$ cat config.mk
export PLATFORM = sky130hd
export DESIGN_NAME = uart_firmware_boot_sequencer
export DESIGN_NICKNAME = d
export VERILOG_FILES = /design/src/hw/rtl/ufbs_pkg.sv /design/src/hw/rtl/ufbs_front.sv /design/src/hw/rtl/ufbs_job_fifo.sv /design/src/hw/rtl/ufbs_back.sv /design/src/hw/rtl/uart_firmware_boot_sequencer.sv
export SDC_FILE = /design/constraint.sdc
export NUM_CORES = 1
export LEC_CHECK = 0
export BUFFER_PORTS_ARGS = -buffer_cell sky130_fd_sc_hd__buf_2
export CAP_MARGIN = 20
export CORE_MARGIN = 2
export CORE_UTILIZATION = 30
export CTS_CLUSTER_DIAMETER = 40
export CTS_CLUSTER_SIZE = 28
export DETAILED_ROUTE_END_ITERATION = 10
export GPL_TIMING_DRIVEN = 0
export SLEW_MARGIN = 20
export SYNTH_ARGS = -nofsm -noshare
export SYNTH_HDL_FRONTEND = slang
export SYNTH_SLANG_ARGS = --single-unit
export TNS_END_PERCENT = 50
$ cat constraint.sdc
create_clock -name clk -period 5.65 [get_ports clk]
set_input_delay 0.2825 -clock clk [delete_from_list [all_inputs] [get_ports clk]]
set_output_delay 0.2825 -clock clk [all_outputs]
set_load 0.05 [all_outputs]
$ cat src/hw/rtl/ufbs_pkg.sv
// ----------------------------------------------------------------------------
// ufbs_pkg
// Shared types and constants of the UART boot sequencer.
// ----------------------------------------------------------------------------
package ufbs_pkg;

    localparam logic [7:0] BYTE_STX   = 8'h02;
    localparam logic [7:0] BYTE_SOH   = 8'h01;
    localparam logic [7:0] BYTE_ACK   = 8'h06;
    localparam logic [7:0] CHECK_INIT = 8'h00;

    localparam logic [15:0] IMAGE_LENGTH_RST  = 16'd1;
    localparam logic [15:0] STX_TIMEOUT_RST   = 16'd5000;
    localparam logic [15:0] REPLY_TIMEOUT_RST = 16'd2000;

    localparam logic [1:0] CMD_START = 2'd0;
    localparam logic [1:0] CMD_RX    = 2'd1;
    localparam logic [1:0] CMD_IMAGE = 2'd2;
    localparam logic [1:0] CMD_TICK  = 2'd3;

    localparam logic [1:0] REG_IMAGE_LENGTH  = 2'd0;
    localparam logic [1:0] REG_STX_TIMEOUT   = 2'd1;
    localparam logic [1:0] REG_REPLY_TIMEOUT = 2'd2;

    localparam logic [2:0] PH_IDLE  = 3'd0;
    localparam logic [2:0] PH_STX   = 3'd1;
    localparam logic [2:0] PH_ACK   = 3'd2;
    localparam logic [2:0] PH_IMAGE = 3'd3;
    localparam logic [2:0] PH_CHECK = 3'd4;
    localparam logic [2:0] PH_DONE  = 3'd5;
    localparam logic [2:0] PH_FAIL  = 3'd6;

    localparam logic [2:0] ERR_NONE        = 3'd0;
    localparam logic [2:0] ERR_STX_TIMEOUT = 3'd1;
    localparam logic [2:0] ERR_ACK_TIMEOUT = 3'd2;
    localparam logic [2:0] ERR_CHK_TIMEOUT = 3'd3;
    localparam logic [2:0] ERR_UNEXPECTED  = 3'd4;
    localparam logic [2:0] ERR_MISMATCH    = 3'd5;
    localparam logic [2:0] ERR_OUT_OF_PH   = 3'd6;

    localparam int JOB_DEPTH = 4;
    localparam int JOB_AW    = $clog2(JOB_DEPTH);

    typedef enum logic [6:0] {
        ST_IDLE  = 7'b0000001,
        ST_STX   = 7'b0000010,
        ST_ACK   = 7'b0000100,
        ST_IMAGE = 7'b0001000,
        ST_CHECK = 7'b0010000,
        ST_DONE  = 7'b0100000,
        ST_FAIL  = 7'b1000000
    } state_t;

    // One job per accepted item; a header job expands to SOH, len low, len high.
    typedef struct packed {
        logic       header;
        logic       tx_valid;
        logic [7:0] tx_byte;
        logic [7:0] len_hi;
        logic [2:0] phase;
        logic [2:0] error;
    } job_t;

    function automatic logic [2:0] phase_code(input state_t st);
        logic [2:0] code;
        case (st)
            ST_STX:   code = PH_STX;
            ST_ACK:   code = PH_ACK;
            ST_IMAGE: code = PH_IMAGE;
            ST_CHECK: code = PH_CHECK;
            ST_DONE:  code = PH_DONE;
            ST_FAIL:  code = PH_FAIL;
            default:  code = PH_IDLE;
        endcase
        return code;
    endfunction

endpackage

$ cat src/hw/rtl/ufbs_front.sv
// ----------------------------------------------------------------------------
// ufbs_front
// Configuration registers and load sequencer; turns each item into one job.
// ----------------------------------------------------------------------------
module ufbs_front (
    input  logic             clk,
    input  logic             rst_n,
    input  logic             cfg_valid,
    output logic             cfg_ready,
    input  logic [1:0]       cfg_index,
    input  logic [15:0]      cfg_data,
    input  logic             accept,
    input  logic [1:0]       command,
    input  logic [7:0]       data,
    output ufbs_pkg::job_t   job
);
    import ufbs_pkg::*;

    logic [15:0] image_length_reg;
    logic [15:0] stx_timeout_reg;
    logic [15:0] reply_timeout_reg;

    state_t      state_reg, state_next;
    logic [7:0]  checksum_reg, checksum_next;
    logic [15:0] wait_reg, wait_next;
    logic [15:0] sent_reg, sent_next;
    logic [15:0] wait_inc;
    logic [15:0] sent_inc;

    assign cfg_ready = 1'b1;

    always_ff @(posedge clk or negedge rst_n)
    begin
        if (!rst_n)
        begin
            image_length_reg  <= IMAGE_LENGTH_RST;
            stx_timeout_reg   <= STX_TIMEOUT_RST;
            reply_timeout_reg <= REPLY_TIMEOUT_RST;
        end
        else if (cfg_valid)
        begin
            case (cfg_index)
                REG_IMAGE_LENGTH:  image_length_reg  <= cfg_data;
                REG_STX_TIMEOUT:   stx_timeout_reg   <= cfg_data;
                REG_REPLY_TIMEOUT: reply_timeout_reg <= cfg_data;
                default:           ;
            endcase
        end
    end

    assign wait_inc = (wait_reg == 16'hFFFF) ? wait_reg : wait_reg + 16'd1;
    assign sent_inc = sent_reg + 16'd1;

    always_comb
    begin
        state_next    = state_reg;
        checksum_next = checksum_reg;
        wait_next     = wait_reg;
        sent_next     = sent_reg;
        job           = '0;
        job.error     = ERR_NONE;
        case (command)
            CMD_START:
            begin
                state_next    = ST_STX;
                checksum_next = CHECK_INIT;
                wait_next     = '0;
                sent_next     = '0;
            end
            CMD_RX:
            begin
                case (state_reg)
                    ST_STX:
                    begin
                        if (data == BYTE_STX)
                        begin
                            state_next   = ST_ACK;
                            wait_next    = '0;
                            job.header   = 1'b1;
                            job.tx_valid = 1'b1;
                            job.tx_byte  = image_length_reg[7:0];
                            job.len_hi   = image_length_reg[15:8];
                        end
                    end
                    ST_ACK:
                    begin
                        if (data == BYTE_ACK)
                        begin
                            sent_next  = '0;
                            wait_next  = '0;
                            state_next = (image_length_reg == 16'd0) ? ST_CHECK : ST_IMAGE;
                        end
                        else
                        begin
                            state_next = ST_FAIL;
                            job.error  = ERR_UNEXPECTED;
                        end
                    end
                    ST_IMAGE:
                    begin
                        state_next = ST_FAIL;
                        job.error  = ERR_UNEXPECTED;
                    end
                    ST_CHECK:
                    begin
                        if (data == checksum_reg)
                        begin
                            state_next   = ST_DONE;
                            job.tx_valid = 1'b1;
                            job.tx_byte  = BYTE_ACK;
                        end
                        else
                        begin
                            state_next = ST_FAIL;
                            job.error  = ERR_MISMATCH;
                        end
                    end
                    default: ;
                endcase
            end
            CMD_IMAGE:
            begin
                case (state_reg)
                    ST_IMAGE:
                    begin
                        checksum_next = checksum_reg ^ data;
                        sent_next     = sent_inc;
                        if (sent_inc == image_length_reg)
                        begin
                            state_next = ST_CHECK;
                            wait_next  = '0;
                        end
                        job.tx_valid = 1'b1;
                        job.tx_byte  = data;
                    end
                    ST_STX, ST_ACK, ST_CHECK:
                    begin
                        state_next = ST_FAIL;
                        job.error  = ERR_OUT_OF_PH;
                    end
                    default:
                        job.error = ERR_OUT_OF_PH;
                endcase
            end
            default:
            begin
                case (state_reg)
                    ST_STX:
                    begin
                        wait_next = wait_inc;
                        if (wait_inc >= stx_timeout_reg)
                        begin
                            state_next = ST_FAIL;
                            job.error  = ERR_STX_TIMEOUT;
                        end
                    end
                    ST_ACK:
                    begin
                        wait_next = wait_inc;
                        if (wait_inc >= reply_timeout_reg)
                        begin
                            state_next = ST_FAIL;
                            job.error  = ERR_ACK_TIMEOUT;
                        end
                    end
                    ST_CHECK:
                    begin
                        wait_next = wait_inc;
                        if (wait_inc >= reply_timeout_reg)
                        begin
                            state_next = ST_FAIL;
                            job.error  = ERR_CHK_TIMEOUT;
                        end
                    end
                    default: ;
                endcase
            end
        endcase
        job.phase = phase_code(state_next);
    end

    always_ff @(posedge clk or negedge rst_n)
    begin
        if (!rst_n)
        begin
            state_reg    <= ST_IDLE;
            checksum_reg <= CHECK_INIT;
            wait_reg     <= '0;
            sent_reg     <= '0;
        end
        else if (accept)
        begin
            state_reg    <= state_next;
            checksum_reg <= checksum_next;
            wait_reg     <= wait_next;
            sent_reg     <= sent_next;
        end
    end

`ifndef ASSERT_OFF
    a_start_arms: assert property (@(posedge clk) disable iff (!rst_n)
        accept && command == CMD_START |=> state_reg == ST_STX)
        else $error("start did not arm the STX wait");
    a_tx_only_ok: assert property (@(posedge clk) disable iff (!rst_n)
        job.tx_valid |-> job.error == ERR_NONE)
        else $error("transmit job carries an error");
`endif

endmodule

$ cat src/hw/rtl/ufbs_job_fifo.sv
// ----------------------------------------------------------------------------
// ufbs_job_fifo
// Short job queue between the sequencer and the result stage.
// ----------------------------------------------------------------------------
module ufbs_job_fifo (
    input  logic             clk,
    input  logic             rst_n,
    input  logic             wr_en,
    input  ufbs_pkg::job_t   wr_job,
    output logic             full,
    input  logic             rd_en,
    output ufbs_pkg::job_t   rd_job,
    output logic             empty
);
    import ufbs_pkg::*;

    job_t                mem [JOB_DEPTH];
    logic [JOB_AW-1:0]   wr_ptr_reg;
    logic [JOB_AW-1:0]   rd_ptr_reg;
    logic [JOB_AW:0]     count_reg;

    localparam logic [JOB_AW:0] DEPTH_CNT = (JOB_AW+1)'(JOB_DEPTH);
    localparam logic [JOB_AW-1:0] LAST_PTR = JOB_AW'(JOB_DEPTH - 1);
    localparam logic [JOB_AW-1:0] PTR_ONE = JOB_AW'(1);
    localparam logic [JOB_AW:0] CNT_ONE = (JOB_AW+1)'(1);

    assign full   = (count_reg == DEPTH_CNT);
    assign empty  = (count_reg == '0);
    assign rd_job = mem[rd_ptr_reg];

    always_ff @(posedge clk)
    begin
        if (wr_en)
            mem[wr_ptr_reg] <= wr_job;
    end

    always_ff @(posedge clk or negedge rst_n)
    begin
        if (!rst_n)
        begin
            wr_ptr_reg <= '0;
            rd_ptr_reg <= '0;
            count_reg  <= '0;
        end
        else
        begin
            if (wr_en)
                wr_ptr_reg <= (wr_ptr_reg == LAST_PTR) ? '0 : wr_ptr_reg + PTR_ONE;
            if (rd_en)
                rd_ptr_reg <= (rd_ptr_reg == LAST_PTR) ? '0 : rd_ptr_reg + PTR_ONE;
            case ({wr_en, rd_en})
                2'b10:   count_reg <= count_reg + CNT_ONE;
                2'b01:   count_reg <= count_reg - CNT_ONE;
                default: ;
            endcase
        end
    end

`ifndef ASSERT_OFF
    a_count_bound: assert property (@(posedge clk) disable iff (!rst_n)
        count_reg <= DEPTH_CNT)
        else $error("job count beyond depth");
    a_no_overrun: assert property (@(posedge clk) disable iff (!rst_n)
        full && !rd_en |=> full)
        else $error("job queue lost an entry");
`endif

endmodule

$ cat src/hw/rtl/ufbs_back.sv
// ----------------------------------------------------------------------------
// ufbs_back
// Result stage: expands the head job into one or three result items.
// ----------------------------------------------------------------------------
module ufbs_back (
    input  logic             clk,
    input  logic             rst_n,
    input  ufbs_pkg::job_t   head,
    input  logic             head_empty,
    output logic             head_pop,
    input  logic             pop,
    output logic             empty,
    output logic             tx_valid,
    output logic [7:0]       tx_byte,
    output logic [2:0]       phase,
    output logic [2:0]       error,
    output logic             last
);
    import ufbs_pkg::*;

    logic [1:0] idx_reg, idx_next;
    logic       take;

    assign empty    = head_empty;
    assign take     = pop && !head_empty;
    assign last     = !head.header || (idx_reg == 2'd2);
    assign head_pop = take && last;
    assign tx_valid = head.tx_valid;
    assign phase    = head.phase;
    assign error    = head.error;

    always_comb
    begin
        case (idx_reg)
            2'd0:    tx_byte = head.header ? BYTE_SOH : head.tx_byte;
            2'd1:    tx_byte = head.tx_byte;
            default: tx_byte = head.len_hi;
        endcase
    end

    always_comb
    begin
        idx_next = idx_reg;
        if (take)
            idx_next = last ? 2'd0 : idx_reg + 2'd1;
    end

    always_ff @(posedge clk or negedge rst_n)
    begin
        if (!rst_n)
            idx_reg <= 2'd0;
        else
            idx_reg <= idx_next;
    end

`ifndef ASSERT_OFF
    a_idx_header: assert property (@(posedge clk) disable iff (!rst_n)
        idx_reg != 2'd0 |-> !head_empty && head.header)
        else $error("result index advanced outside a header job");
`endif

endmodule

$ cat src/hw/rtl/uart_firmware_boot_sequencer.sv
// ----------------------------------------------------------------------------
// uart_firmware_boot_sequencer
// Host side of a UART firmware boot-load exchange.
// ----------------------------------------------------------------------------
// One item (start, received byte, image byte or tick) is accepted per cycle
// while full is low; the sequencer updates its state in that cycle and
// queues one job in a four-entry queue. Each job yields one result, except
// the STX reply, which yields three (SOH, length low, length high) over three
// pops. Sustained rate is one item per cycle for single-result items while
// pop stays high; the result stage, one result per pop, sets the rate for STX
// replies. Results appear on the ports once their job reaches the head of
// the queue. Configuration writes are always ready.
module uart_firmware_boot_sequencer (
    input  logic        clk,
    input  logic        rst_n,
    input  logic        cfg_valid,
    output logic        cfg_ready,
    input  logic [1:0]  cfg_index,
    input  logic [15:0] cfg_data,
    input  logic        push,
    output logic        full,
    input  logic [1:0]  command,
    input  logic [7:0]  data,
    output logic        empty,
    input  logic        pop,
    output logic        tx_valid,
    output logic [7:0]  tx_byte,
    output logic [2:0]  phase,
    output logic [2:0]  error,
    output logic        last
);
    import ufbs_pkg::*;

    job_t job_in;
    job_t job_head;
    logic accept;
    logic q_empty;
    logic q_pop;

    assign accept = push && !full;

    ufbs_front u_front (
        .clk       (clk),
        .rst_n     (rst_n),
        .cfg_valid (cfg_valid),
        .cfg_ready (cfg_ready),
        .cfg_index (cfg_index),
        .cfg_data  (cfg_data),
        .accept    (accept),
        .command   (command),
        .data      (data),
        .job       (job_in)
    );

    ufbs_job_fifo u_fifo (
        .clk    (clk),
        .rst_n  (rst_n),
        .wr_en  (accept),
        .wr_job (job_in),
        .full   (full),
        .rd_en  (q_pop),
        .rd_job (job_head),
        .empty  (q_empty)
    );

    ufbs_back u_back (
        .clk        (clk),
        .rst_n      (rst_n),
        .head       (job_head),
        .head_empty (q_empty),
        .head_pop   (q_pop),
        .pop        (pop),
        .empty      (empty),
        .tx_valid   (tx_valid),
        .tx_byte    (tx_byte),
        .phase      (phase),
        .error      (error),
        .last       (last)
    );

endmodule

==> qor.yml <==
fin_setup_tns_ns: 0
dr_wl_met3_um: 1687
nNetsFinal: 1109
final.setup.worst_slack_ns: 0.5485
drtIter0Drc: 560
synth_seq_cells: 200
outcome: "complete, but fails checks"
regMostFlops: "u_fifo.mem"
design_area_um2: 12340
r2r_end: "u_fifo.mem[2][4]$_DFFE_PP_"
wl_met2_um: 11880
power_density_nw_per_um2: 400.9
place_inst: 1468
initial_core_util_pct: 30.50
setup_viol: 0
hold_viol: 0
slew_violations: 0
h-tree-depth: 4
root_buffer: "clkbuf_16"
dieArea_um2: 37790
synth_ff_type: "edfxtp_1"
cts_buffer_depth: 2
vias_per_cell: 5.129
layout_common_cells: "96 x edfxtp_1, 91 x dfrtp_1, 86 x nand2_1, 74 x o21ai_0, 67 x inv_1"
ys_warn_count: 0
async_flop_share_pct: 52.00
cpPeakStageDelay_ns: 0.51
regToRegStartpoint: "u_front.wait_reg[3]$_DFFE_PN0P_"
crit_end: "u_fifo.mem[2][4]$_DFFE_PP_"
netlist_area_um2: 10880
area_delta_synth_final_pct: 13.47
rsz0062_at_grt: "no"
p_total_mw: 4.947
multi_input_area_um2: 4966
overflow: 0
firstDrtPassIters: 8
worstMarginPinSlew_ns: 1.013
synth_edf_count: 96
wl_um: 26310
rows: 69
die_w_um: 194.4
relSlewSlack_pct: 32.38
met1Wirelength_um: 12430
largest_register_ffs: 96
cp-start-kind: "flip-flop"
cp_slowest_cell: "a2111oi_2"
fin_crit_sh_pct: 90.29
r2r_slack_ns: 0.55
port_buffers: 49
fillCellCount: 3548
crit_path_cell_trace: "clkbuf_1 -> and4_1 -> nand4_1 -> or3_1 -> clkbuf_1 -> nand2b_1 -> xnor2_1 -> ha_1 -> a211o_1 -> a21oi_1 -> o21ai_0 -> a2111oi_2 -> o31ai_2 -> a21oi_2 -> a32o_1 -> nand3_1 -> a21oi_1"
gp_congestion: 0.9052
min_path_type: "input port to flip-flop"
vias: 7709
dp_slack_ns: 0.1494
clkSlewWorstSetupHoldPaths_ns: 0.08
top_layer: "met4"
path_class: "flip-flop to flip-flop"
ys_types: 79
final.min_clock_period_ns: 5.102
final_cells: 1503
violations: "design-rule violations"
drive_gt1_share_pct: 20.10
arrival_ns: 5.32
cts_sinks: 200
grtUsageTotal_pct: 14.47
grt_pass1_wl_um: 42860
hpwl_um: 19220
drc: 4
cp_max_fo: 8
rr_worst_depth: 17
fin_skew_ns: 0.01058
die_h_um: 194.4
clock_latency_ns: 0.45
synthCells: 957
cp-end-kind: "flip-flop"
worst_ep_required_time_ns: 5.87
final_common_cell: "edfxtp_1"
cts_tree: "built"
hold_depth: 2
pin_count: 52
p_leak_nw: 4.873
yosysSeqAreaShare_pct: 50.59
wl_per_cell_um: 17.51
grt_pass1_vias: 7601
postRouteAntennaNets: 0
fmax_mhz: 196.0
core_area_um2: 35660
avgSynthCellArea_um2: 11.36
place_area_um2: 11740
area.sequential_um2: 5502
antenna_found_initial: 1
grt_max_degree: 69
vdd.ir_drop.worst_mv: 0.2250
synth_fp_nets: 1039
numCtsBuffers: 17
crit_path_start: "u_front.wait_reg[3]$_DFFE_PN0P_"
cap_violations: 0
-- metal layers --
metal,up-vias,GRT usage [%]
li1,3651,-
met4,0,3.590
met3,27,3.453
met1,3824,20.81
met2,207,21.90
met5,-,0
-- critical path, delay by kind of cell, from the launching register on --
kind                       cells  cell delay, ns
xor gates and xnor gates       1            0.21
adders and majority gates      1            0.30
AOI/OAI and AO/OA              8            2.28
buffers and inverters          2            0.44
DFF                            1            0.33
and+or+nand+nor                5            1.31
-- synthesized netlist by cell type, drive strengths merged, types with 15 or more instances --
cell / count / area, um2
nand2: 86 / 322.8
a21oi: 32 / 167.7
ha: 48 / 600.6
o21ai: 79 / 395.4
o31ai: 17 / 151.4
nor2b: 15 / 93.84
nor2: 40 / 150.1
nand3: 25 / 125.1
nor3: 15 / 80.08
dfrtp: 91 / 2277
xnor2: 28 / 252.8
mux2: 51 / 574.3
xor2: 17 / 148.9
edfxtp: 96 / 2883
and2: 25 / 156.4
inv: 67 / 251.5
clkbuf: 28 / 106.4
nand4: 18 / 118.9
mux4: 24 / 540.5
-- cell type report --
cell class | instances | area share [%]
flip-flops and latches | 200 | 44.58
inverters | 67 | 2.038
clock buffers | 19 | 3.670
repair buffers | 51 | 2.342
well taps | 461 | 4.674
clock inverters | 13 | 1.054
multi-input cells | 652 | 40.24
diodes | 2 | 0.04056
plain buffers | 38 | 1.359
-- kinds of logic (layout without fill, tap and decap cells) --
kind of cell,after synthesis,count (layout),share of synthesized area [%]
adders and majority gates,49,49,5.706
DFF,200,200,50.59
buffers and inverters,105,188,3.854
AOI/OAI and AO/OA,200,200,12.18
other,1,3,0.03448
xor gates and xnor gates,45,45,3.693
and+or+nand+nor,282,282,13.69
muxes,75,75,10.25
-- repair_timing --
item / in CTS / in global routing
resized for setup: 0 / 2
endpoints found under the hold margin: 33 / 0
buffers inserted: 0 / 0
setup endpoints to repair: 0 / 12
hold buffers: 1 / 0
-- report_power, final --
group | internal, mW | switching [mW]
registers | 1.81 | 0.151
clock network | 0.607 | 0.588
logic | 0.630 | 1.16
total | 3.05 | 1.90
-- per-stage QoR --
step                utilization (%)  hold slack (ns)
floorplan                         -         -0.01309
global placement              32.81           0.4824
detailed placement            32.92           0.2092
CTS                           34.58          0.08835
global route                  34.60          0.09407
finish                        34.61           0.1098
-- how the worst min path moves through the flow --
stage	from	end	slack, ns
2_1_floorplan	rst_n	u_back.idx_reg[0]$_DFFE_PN0P_	-0.01
5_1_grt	cfg_data[7]	u_front.reply_timeout_reg[7]$_DFFE_PN1P_	0.09
4_1_cts	cfg_data[7]	u_front.reply_timeout_reg[7]$_DFFE_PN1P_	0.09
6_report	cfg_data[7]	u_front.reply_timeout_reg[7]$_DFFE_PN1P_	0.11
3_5_place_dp	rst_n	u_fifo.count_reg[1]$_DFFE_PN0P_	0.21
3_3_place_gp	u_fifo.count_reg[0]$_DFFE_PN0P_	u_fifo.count_reg[0]$_DFFE_PN0P_	0.48
(Power assumes the default switching activity.)
